==> src/rtl/bmc_pkg.sv <==
// Shared types and codes for the backtracking maze carver.
package bmc_pkg;

	localparam logic [2:0] ST_STARTED  = 3'd0;
	localparam logic [2:0] ST_CARVED   = 3'd1;
	localparam logic [2:0] ST_REJECTED = 3'd2;
	localparam logic [2:0] ST_FINISHED = 3'd3;
	localparam logic [2:0] ST_IGNORED  = 3'd4;

	localparam logic MODE_START = 1'b0;
	localparam logic MODE_DRAW  = 1'b1;

	localparam logic [1:0] DIR_UP    = 2'd0;
	localparam logic [1:0] DIR_DOWN  = 2'd1;
	localparam logic [1:0] DIR_LEFT  = 2'd2;
	localparam logic [1:0] DIR_RIGHT = 2'd3;

	typedef enum logic [1:0] {
		PH_IDLE,
		PH_RUN,
		PH_DONE
	} phase_t;

	typedef enum logic [2:0] {
		S_IDLE,
		S_CLR,
		S_RD_UP,
		S_RD_CUR,
		S_RD_DN,
		S_CHECK,
		S_POP
	} state_t;

	typedef struct packed {
		logic ld_start;
		logic ld_draw;
		logic emit_ign;
		logic clr_wr;
		logic emit_start;
		logic rd_up;
		logic rd_cur;
		logic rd_dn;
		logic evaluate;
		logic pop_issue;
		logic pop_load;
	} cmd_t;

	typedef struct packed {
		logic run;
		logic free_nb;
		logic stack_nonempty;
		logic clr_last;
	} sts_t;

endpackage

==> src/rtl/bmc_ctrl.sv <==
// Sequencing state machine for the maze carver.
module bmc_ctrl (
	input  logic          clk,
	input  logic          arst_n,
	input  logic          start,
	input  logic          mode,
	input  bmc_pkg::sts_t sts,
	output bmc_pkg::cmd_t cmd,
	output logic          busy
);

	bmc_pkg::state_t state_q, state_d;

	always_ff @(posedge clk or negedge arst_n) begin
		if (!arst_n) begin
			state_q <= bmc_pkg::S_IDLE;
		end else begin
			state_q <= state_d;
		end
	end

	always_comb begin
		state_d = state_q;
		case (state_q)
			bmc_pkg::S_IDLE: begin
				if (start) begin
					if (mode == bmc_pkg::MODE_START) begin
						state_d = bmc_pkg::S_CLR;
					end else if (sts.run) begin
						state_d = bmc_pkg::S_RD_UP;
					end
				end
			end
			bmc_pkg::S_CLR: begin
				if (sts.clr_last) begin
					state_d = bmc_pkg::S_IDLE;
				end
			end
			bmc_pkg::S_RD_UP:  state_d = bmc_pkg::S_RD_CUR;
			bmc_pkg::S_RD_CUR: state_d = bmc_pkg::S_RD_DN;
			bmc_pkg::S_RD_DN:  state_d = bmc_pkg::S_CHECK;
			bmc_pkg::S_CHECK: begin
				if (!sts.free_nb && sts.stack_nonempty) begin
					state_d = bmc_pkg::S_POP;
				end else begin
					state_d = bmc_pkg::S_IDLE;
				end
			end
			bmc_pkg::S_POP: state_d = bmc_pkg::S_RD_UP;
			default: state_d = bmc_pkg::S_IDLE;
		endcase
	end

	always_comb begin
		cmd = '0;
		case (state_q)
			bmc_pkg::S_IDLE: begin
				if (start) begin
					if (mode == bmc_pkg::MODE_START) begin
						cmd.ld_start = 1'b1;
					end else if (sts.run) begin
						cmd.ld_draw = 1'b1;
					end else begin
						cmd.emit_ign = 1'b1;
					end
				end
			end
			bmc_pkg::S_CLR: begin
				cmd.clr_wr     = 1'b1;
				cmd.emit_start = sts.clr_last;
			end
			bmc_pkg::S_RD_UP:  cmd.rd_up = 1'b1;
			bmc_pkg::S_RD_CUR: cmd.rd_cur = 1'b1;
			bmc_pkg::S_RD_DN:  cmd.rd_dn = 1'b1;
			bmc_pkg::S_CHECK: begin
				if (!sts.free_nb && sts.stack_nonempty) begin
					cmd.pop_issue = 1'b1;
				end else begin
					cmd.evaluate = 1'b1;
				end
			end
			bmc_pkg::S_POP: cmd.pop_load = 1'b1;
			default: cmd = '0;
		endcase
	end

	assign busy = (state_q != bmc_pkg::S_IDLE);

endmodule

==> src/rtl/bmc_dp.sv <==
// Datapath: visited row store, path stack, current cell and result registers.
module bmc_dp #(
	parameter int CELLS_PER_SIDE = 16
) (
	input  logic          clk,
	input  logic          arst_n,
	input  bmc_pkg::cmd_t cmd,
	output bmc_pkg::sts_t sts,
	input  logic [3:0]    start_col,
	input  logic [3:0]    start_row,
	input  logic [1:0]    direction,
	output logic          result_valid,
	output logic [2:0]    status,
	output logic [3:0]    from_col,
	output logic [3:0]    from_row,
	output logic [3:0]    to_col,
	output logic [3:0]    to_row,
	output logic [8:0]    visited_count,
	output logic          done_res
);

	localparam int N     = CELLS_PER_SIDE;
	localparam int TOTAL = N * N;
	localparam int CW    = $clog2(N);
	localparam int AW    = $clog2(TOTAL);
	localparam int DW    = $clog2(TOTAL + 1);

	logic [N-1:0]    vis_mem [N];
	logic [2*CW-1:0] stk_mem [TOTAL];

	logic [CW-1:0]   r_q, c_q, clr_q;
	logic [1:0]      dir_q;
	logic [DW-1:0]   depth_q;
	logic [DW-1:0]   count_q;
	bmc_pkg::phase_t phase_q;
	logic [N-1:0]    vrd_q, up_q, cur_q;
	logic [2*CW-1:0] srd_q;

	logic [CW-1:0]   sc, sr, rd_addr, nr, nc, wr_addr;
	logic            top_edge, bot_edge, lft_edge, rgt_edge;
	logic            nb_in, nb_vis, carve, fin, vis_we;
	logic [N-1:0]    nb_row, wr_data;
	logic [DW-1:0]   count_inc, depth_dec;

	assign sc = (32'(start_col) >= N) ? CW'(N - 1) : CW'(start_col);
	assign sr = (32'(start_row) >= N) ? CW'(N - 1) : CW'(start_row);

	assign top_edge = (r_q == '0);
	assign bot_edge = (r_q == CW'(N - 1));
	assign lft_edge = (c_q == '0);
	assign rgt_edge = (c_q == CW'(N - 1));

	// vrd_q holds the row below while in the check state
	always_comb begin
		sts.run            = (phase_q == bmc_pkg::PH_RUN);
		sts.stack_nonempty = (depth_q != '0);
		sts.clr_last       = (clr_q == CW'(N - 1));
		sts.free_nb        = (!top_edge && !up_q[c_q]) || (!bot_edge && !vrd_q[c_q]) ||
			(!lft_edge && !cur_q[c_q - CW'(1)]) || (!rgt_edge && !cur_q[c_q + CW'(1)]);
	end

	always_comb begin
		rd_addr = r_q;
		if (cmd.rd_up) begin
			rd_addr = top_edge ? r_q : r_q - CW'(1);
		end else if (cmd.rd_dn) begin
			rd_addr = bot_edge ? r_q : r_q + CW'(1);
		end
	end

	always_comb begin
		nr     = r_q;
		nc     = c_q;
		nb_in  = 1'b0;
		nb_vis = 1'b1;
		nb_row = cur_q;
		case (dir_q)
			bmc_pkg::DIR_UP: begin
				nb_in  = !top_edge;
				nr     = r_q - CW'(1);
				nb_vis = up_q[c_q];
				nb_row = up_q;
			end
			bmc_pkg::DIR_DOWN: begin
				nb_in  = !bot_edge;
				nr     = r_q + CW'(1);
				nb_vis = vrd_q[c_q];
				nb_row = vrd_q;
			end
			bmc_pkg::DIR_LEFT: begin
				nb_in  = !lft_edge;
				nc     = c_q - CW'(1);
				nb_vis = cur_q[c_q - CW'(1)];
			end
			bmc_pkg::DIR_RIGHT: begin
				nb_in  = !rgt_edge;
				nc     = c_q + CW'(1);
				nb_vis = cur_q[c_q + CW'(1)];
			end
			default: nb_in = 1'b0;
		endcase
	end

	assign count_inc = count_q + DW'(1);
	assign depth_dec = depth_q - DW'(1);
	assign carve     = cmd.evaluate && nb_in && !nb_vis;
	assign fin       = (32'(count_inc) >= TOTAL);

	assign vis_we  = cmd.clr_wr || carve;
	assign wr_addr = cmd.clr_wr ? clr_q : nr;
	always_comb begin
		if (cmd.clr_wr) begin
			wr_data = (clr_q == r_q) ? (N'(1) << c_q) : '0;
		end else begin
			wr_data = nb_row | (N'(1) << nc);
		end
	end

	always_ff @(posedge clk) begin
		if (vis_we) begin
			vis_mem[wr_addr] <= wr_data;
		end
		vrd_q <= vis_mem[rd_addr];
	end

	always_ff @(posedge clk) begin
		if (carve && (32'(depth_q) < TOTAL)) begin
			stk_mem[depth_q[AW-1:0]] <= {r_q, c_q};
		end
		if (cmd.pop_issue) begin
			srd_q <= stk_mem[depth_dec[AW-1:0]];
		end
	end

	always_ff @(posedge clk) begin
		if (cmd.ld_start) begin
			clr_q <= '0;
		end else if (cmd.clr_wr) begin
			clr_q <= clr_q + CW'(1);
		end
		if (cmd.ld_draw) begin
			dir_q <= direction;
		end
		if (cmd.rd_cur) begin
			up_q <= vrd_q;
		end
		if (cmd.rd_dn) begin
			cur_q <= vrd_q;
		end
	end

	always_ff @(posedge clk or negedge arst_n) begin
		if (!arst_n) begin
			r_q     <= '0;
			c_q     <= '0;
			depth_q <= '0;
			count_q <= '0;
			phase_q <= bmc_pkg::PH_IDLE;
		end else begin
			if (cmd.ld_start) begin
				r_q     <= sr;
				c_q     <= sc;
				depth_q <= '0;
				count_q <= DW'(1);
				phase_q <= bmc_pkg::PH_RUN;
			end else if (cmd.pop_issue) begin
				depth_q <= depth_dec;
			end else if (cmd.pop_load) begin
				r_q <= srd_q[2*CW-1:CW];
				c_q <= srd_q[CW-1:0];
			end else if (carve) begin
				r_q     <= nr;
				c_q     <= nc;
				count_q <= count_inc;
				if (32'(depth_q) < TOTAL) begin
					depth_q <= depth_q + DW'(1);
				end
				if (fin) begin
					phase_q <= bmc_pkg::PH_DONE;
				end
			end
		end
	end

	always_ff @(posedge clk or negedge arst_n) begin
		if (!arst_n) begin
			result_valid <= 1'b0;
		end else begin
			result_valid <= cmd.emit_ign || cmd.emit_start || cmd.evaluate;
		end
	end

	always_ff @(posedge clk) begin
		if (cmd.emit_ign || cmd.emit_start || cmd.evaluate) begin
			from_col      <= 4'(c_q);
			from_row      <= 4'(r_q);
			to_col        <= 4'(c_q);
			to_row        <= 4'(r_q);
			visited_count <= 9'(count_q);
			done_res      <= (phase_q == bmc_pkg::PH_DONE);
			if (cmd.emit_ign) begin
				status <= bmc_pkg::ST_IGNORED;
			end else if (cmd.emit_start) begin
				status <= bmc_pkg::ST_STARTED;
			end else if (carve) begin
				status        <= fin ? bmc_pkg::ST_FINISHED : bmc_pkg::ST_CARVED;
				to_col        <= 4'(nc);
				to_row        <= 4'(nr);
				visited_count <= 9'(count_inc);
				done_res      <= fin;
			end else begin
				status <= bmc_pkg::ST_REJECTED;
			end
		end
	end

endmodule

==> src/rtl/backtracking_maze_carver.sv <==
// Top level of the randomized depth-first maze carver.
//
//  channel   handshake                 payload
//  item in   start, busy               mode, start_col, start_row, direction
//  result    result_valid (strobe)     status, from/to col/row, visited_count, done_res
//
// A start sweeps every row of the visited row store. A draw reads the rows
// above, at and below the cell, then checks; each stack pop adds a pop state,
// the three row reads and the check again. A result strobes the cycle after
// the last clear, the final check, or the idle state taking an ignored draw.
// The store is one row per word, so the three neighbor row reads set the draw
// time. Reset returns to idle with no maze. Results cannot be stalled.
module backtracking_maze_carver #(
	parameter int CELLS_PER_SIDE = 16
) (
	input  logic       clk,
	input  logic       arst_n,
	input  logic       start,
	output logic       busy,
	input  logic       mode,
	input  logic [3:0] start_col,
	input  logic [3:0] start_row,
	input  logic [1:0] direction,
	output logic       result_valid,
	output logic [2:0] status,
	output logic [3:0] from_col,
	output logic [3:0] from_row,
	output logic [3:0] to_col,
	output logic [3:0] to_row,
	output logic [8:0] visited_count,
	output logic       done_res
);

	bmc_pkg::cmd_t cmd;
	bmc_pkg::sts_t sts;

	bmc_ctrl u_ctrl (
		.clk    (clk),
		.arst_n (arst_n),
		.start  (start),
		.mode   (mode),
		.sts    (sts),
		.cmd    (cmd),
		.busy   (busy)
	);

	bmc_dp #(
		.CELLS_PER_SIDE (CELLS_PER_SIDE)
	) u_dp (
		.clk           (clk),
		.arst_n        (arst_n),
		.cmd           (cmd),
		.sts           (sts),
		.start_col     (start_col),
		.start_row     (start_row),
		.direction     (direction),
		.result_valid  (result_valid),
		.status        (status),
		.from_col      (from_col),
		.from_row      (from_row),
		.to_col        (to_col),
		.to_row        (to_row),
		.visited_count (visited_count),
		.done_res      (done_res)
	);

endmodule

==> config.mk <==
export PLATFORM = sky130hd
export DESIGN_NAME = backtracking_maze_carver
export DESIGN_NICKNAME = d
export VERILOG_FILES = /design/src/rtl/bmc_pkg.sv /design/src/rtl/bmc_ctrl.sv /design/src/rtl/bmc_dp.sv /design/src/rtl/backtracking_maze_carver.sv
export SDC_FILE = /design/constraint.sdc
export NUM_CORES = 2
export LEC_CHECK = 0
export BUFFER_PORTS_ARGS = -buffer_cell sky130_fd_sc_hd__clkbuf_2
export CAP_MARGIN = 0
export CORE_MARGIN = 8
export CORE_UTILIZATION = 45
export DETAILED_ROUTE_END_ITERATION = 7
export PLACE_DENSITY = 0.67
export RECOVER_POWER = 50
export SLEW_MARGIN = 40
export SYNTH_ARGS = -nofsm -noshare
export SYNTH_HDL_FRONTEND = slang
export SYNTH_SLANG_ARGS = --single-unit
==> constraint.sdc <==
create_clock -name clk -period 11.1 [get_ports clk]
set_input_delay 1.11 -clock clk [delete_from_list [all_inputs] [get_ports clk]]
set_output_delay 1.11 -clock clk [all_outputs]
set_load 0.01 [all_outputs]
==> results_dict.tcl <==
set metrics [dict create \
    status "complete, but fails checks" \
    violations "capacitance limit, slew limit" \
    worstMarginPinSlew_ns 5.14 \
    die_width_um 477 \
    cts.sinks 2427 \
    clk_pin_slew_ns 0.06 \
    crit_family "buffers and inverters" \
    yosysWarnings 0 \
    reg2reg_setup_slack_ns 2.94 \
    postSynthAreaPerCell_um2 22.1 \
    rr_worst_depth 14 \
    layout_min_cycle_time_ns 8.16 \
    dominantRegCellSynth "edfxtp_1" \
    hpwl_um 136000 \
    routedWlPerCell_um 30.4 \
    vias_per_cell 6.08 \
    worstHoldEndpoint "u_dp.dir_q[0]" \
    hold_viol 0 \
    r2r-start "u_dp.c_q[0]" \
    coreArea_mm2 0.212 \
    p_leak_uw 0.0325 \
    drive_above_1_share_pct 27.4 \
    path_class "flop to flop" \
    synth-edff-count 2375 \
    cp-start-kind "flop" \
    h-tree-depth 4 \
    syn-num-nets 4354 \
    crit_path_end_kind "flop" \
    worstSkewPairLatency_ns 0.85 \
    yosysTopAreaCell "edfxtp_1" \
    clockBufferDepth 3 \
    grt_pass1_wl_um 331000 \
    grt_antenna_before_repair 4 \
    netlist_instances 4324 \
    r2r_end "u_dp.stk_mem[17][4]" \
    synth_area_mm2 0.0956 \
    synth.area.top_cells "edfxtp_1 (75%), mux4_2 (18%), nor2_1 (1.3%)" \
    nNetsFinal 4486 \
    max_stage_delay_ns 1.68 \
    grt_pass1_vias 45566 \
    max_slew_margin_pct -243 \
    async_flop_share_pct 1.32 \
    via_count 45434 \
    cp_data_arrival_time_ns 8.63 \
    antenna_left 0 \
    layout_commonest_cell "edfxtp_1" \
    cts_made_buffers 220 \
    cts_tree "done" \
    ys_seq_elements 2427 \
    worstPathMaxFanout 37 \
    min-delay-start "direction[0]" \
    drt-total-wl_um 227000 \
    fin_skew_ns 0.0355 \
    holdPathStages 1 \
    ir_drop_v 0.000416 \
    die_h_um 477 \
    setup_viol 0 \
    place_congestion 0.877 \
    die_area_mm2 0.227 \
    yosysSeqAreaShare_pct 75.9 \
    cts_root_buf "clkbuf_16" \
    rows 169 \
    yosys.area.top_type_share_pct 74.6 \
    p_total_uw 31400 \
    fin_crit_sh_pct 73.5 \
    cts_resized 0 \
    setup_tns_ns 0 \
    cp_slowest_cell "clkbuf_1" \
    crit_chain "clkbuf_1, inv_1, ha_1, xnor2_1, mux4_2, a32o_1, nor3_1, a21oi_1, clkbuf_1, or2_2, inv_4, nand2_2, buf_4, nor2_1" \
    grt_use_total_pct 19.5 \
    io_pins 45 \
    drt_iter0_markers 5677 \
    drcViolationCount 0 \
    overflow 0 \
    power.density_mw_per_mm2 294 \
    grt_max_degree 166 \
    max_freq_ghz 0.123 \
    portBuffers 44 \
    synthDistinctLibCells 76 \
    cp_data_required_time_ns 11.57 \
    area_growth_pct 11.9 \
    start_util_pct 45.2 \
    slew_viol_final 1580 \
    hold_class "primary input to flop" \
    critical_path.most_common_cell "clkbuf_1" \
    grt_setup_unrepaired "false" \
    critical_path_buf_inv_count 5 \
    drtPass1Iterations 6 \
    cts_setup_buffers 0 \
    layout_common_cells "edfxtp_1 (2375), mux4_2 (745), nor2_1 (283)" \
    drv_cap 25 \
    cts-hold-fix-buffers 0 \
]
==> sequential cells by signal (all words and copies together), names as in the netlist, 3 cells and up <==
name	count
u_ctrl.state_q	3
u_dp.depth_q	9
u_dp.from_col	4
u_dp.to_row	4
u_dp.stk_mem	2048
u_dp.count_q	9
u_dp.status	3
u_dp.srd_q	8
u_dp.to_col	4
u_dp.cur_q	16
u_dp.c_q	4
u_dp.from_row	4
u_dp.up_q	16
u_dp.vrd_q	16
u_dp.r_q	4
u_dp.visited_count	9
u_dp.vis_mem	256
u_dp.clr_q	4
==> cell type report <==
class	count	area, um2
Inverter	19	73.8
Sequential cell	2427	72500
Multi-Input combinational cell	1635	22200
Clock buffer	252	5760
Tap cell	2821	3530
Fill cell	16236	105000
Clock inverter	161	1740
Antenna cell	4	10.0
Timing Repair Buffer	153	1170
==> where the power goes <==
part | internal (uW) | leakage (uW) | switching [uW]
Combinational | 4480 | 0.00676 | 6860
Clock | 4460 | 0.00365 | 3350
Sequential | 11900 | 0.0221 | 358
==> routing by layer <==
metal  GRT usage [%]  vias to the layer above  share of wire, %
met5               0                        -                 0
met4            5.22                        0               2.7
met3            4.08                      315               8.8
met2            30.5                     2368                48
met1            28.3                    24319                41
li1                -                    18432                 -
==> worst max path at each step <==
stage,from,end,slack [ns],depth (start not counted)
after detailed placement,u_dp.c_q[0],u_dp.stk_mem[85][4],4.80,13
after floorplan,u_dp.c_q[1],u_dp.vis_mem[5][0],3.80,13
after CTS,u_dp.c_q[0],u_dp.stk_mem[194][0],4.80,13
after global routing,u_dp.c_q[0],u_dp.stk_mem[17][4],2.53,14
final,u_dp.c_q[0],u_dp.stk_mem[17][4],2.94,14
after global placement,u_dp.c_q[0],u_dp.stk_mem[85][4],4.55,12
==> through the flow <==
step | instance area [um2] | hold slack, ns | setup slack [ns] | util (%) | std cells
3_3_place_gp | 99300 | 0.485 | 4.55 | 46.9 | 7041
3_5_place_dp | 99600 | 0.482 | 4.80 | 47.1 | 7050
4_1_cts | 107000 | 0.222 | 4.80 | 50.6 | 7463
6_report | 107000 | 0.437 | 2.94 | 50.5 | 7472
5_1_grt | 107000 | 0.398 | 2.53 | 50.5 | 7472
2_1_floorplan | 95600 | 0.447 | 3.80 | - | 4324
==> Yosys cell counts (3+ instances only) <==
cell type and number:
edfxtp_1 2375, mux4_2 745, nor2_1 337, clkbuf_1 126, nand2_1 124, mux2i_1 95, buf_1 48, buf_2 47
o21ai_0 37, dfrtp_1 32, a22oi_1 26, nand3_1 26, xor2_1 21, dfxtp_1 20, nor3_1 18, xnor2_1 18
ha_1 16, buf_4 15, inv_1 15, nor2b_1 15, a21oi_1 11, nand2b_1 11, a221oi_1 9, a31oi_1 9
and3_1 9, a21o_1 7, buf_6 6, o221ai_1 6, o22ai_1 6, or3_1 6, a22o_1 5, and2_1 5
nand3_2 5, nand4_1 4, nor4_1 4, o211ai_1 4, o311ai_0 4, a211oi_1 3, nand2_2 3, o21a_1 3
o21bai_1 3, or2_2 3
==> cells by family after synthesis <==
logic type	Yosys count	synth area share (%)
DFF	2427	75.9
muxes	842	18.6
and+or+nand+nor	584	2.65
buffers and inverters	262	1.22
AOI/OAI and AO/OA	153	1.13
xor gates and xnor gates	40	0.374
adders and majority gates	16	0.209
Power figures use the tool's default switching activity.
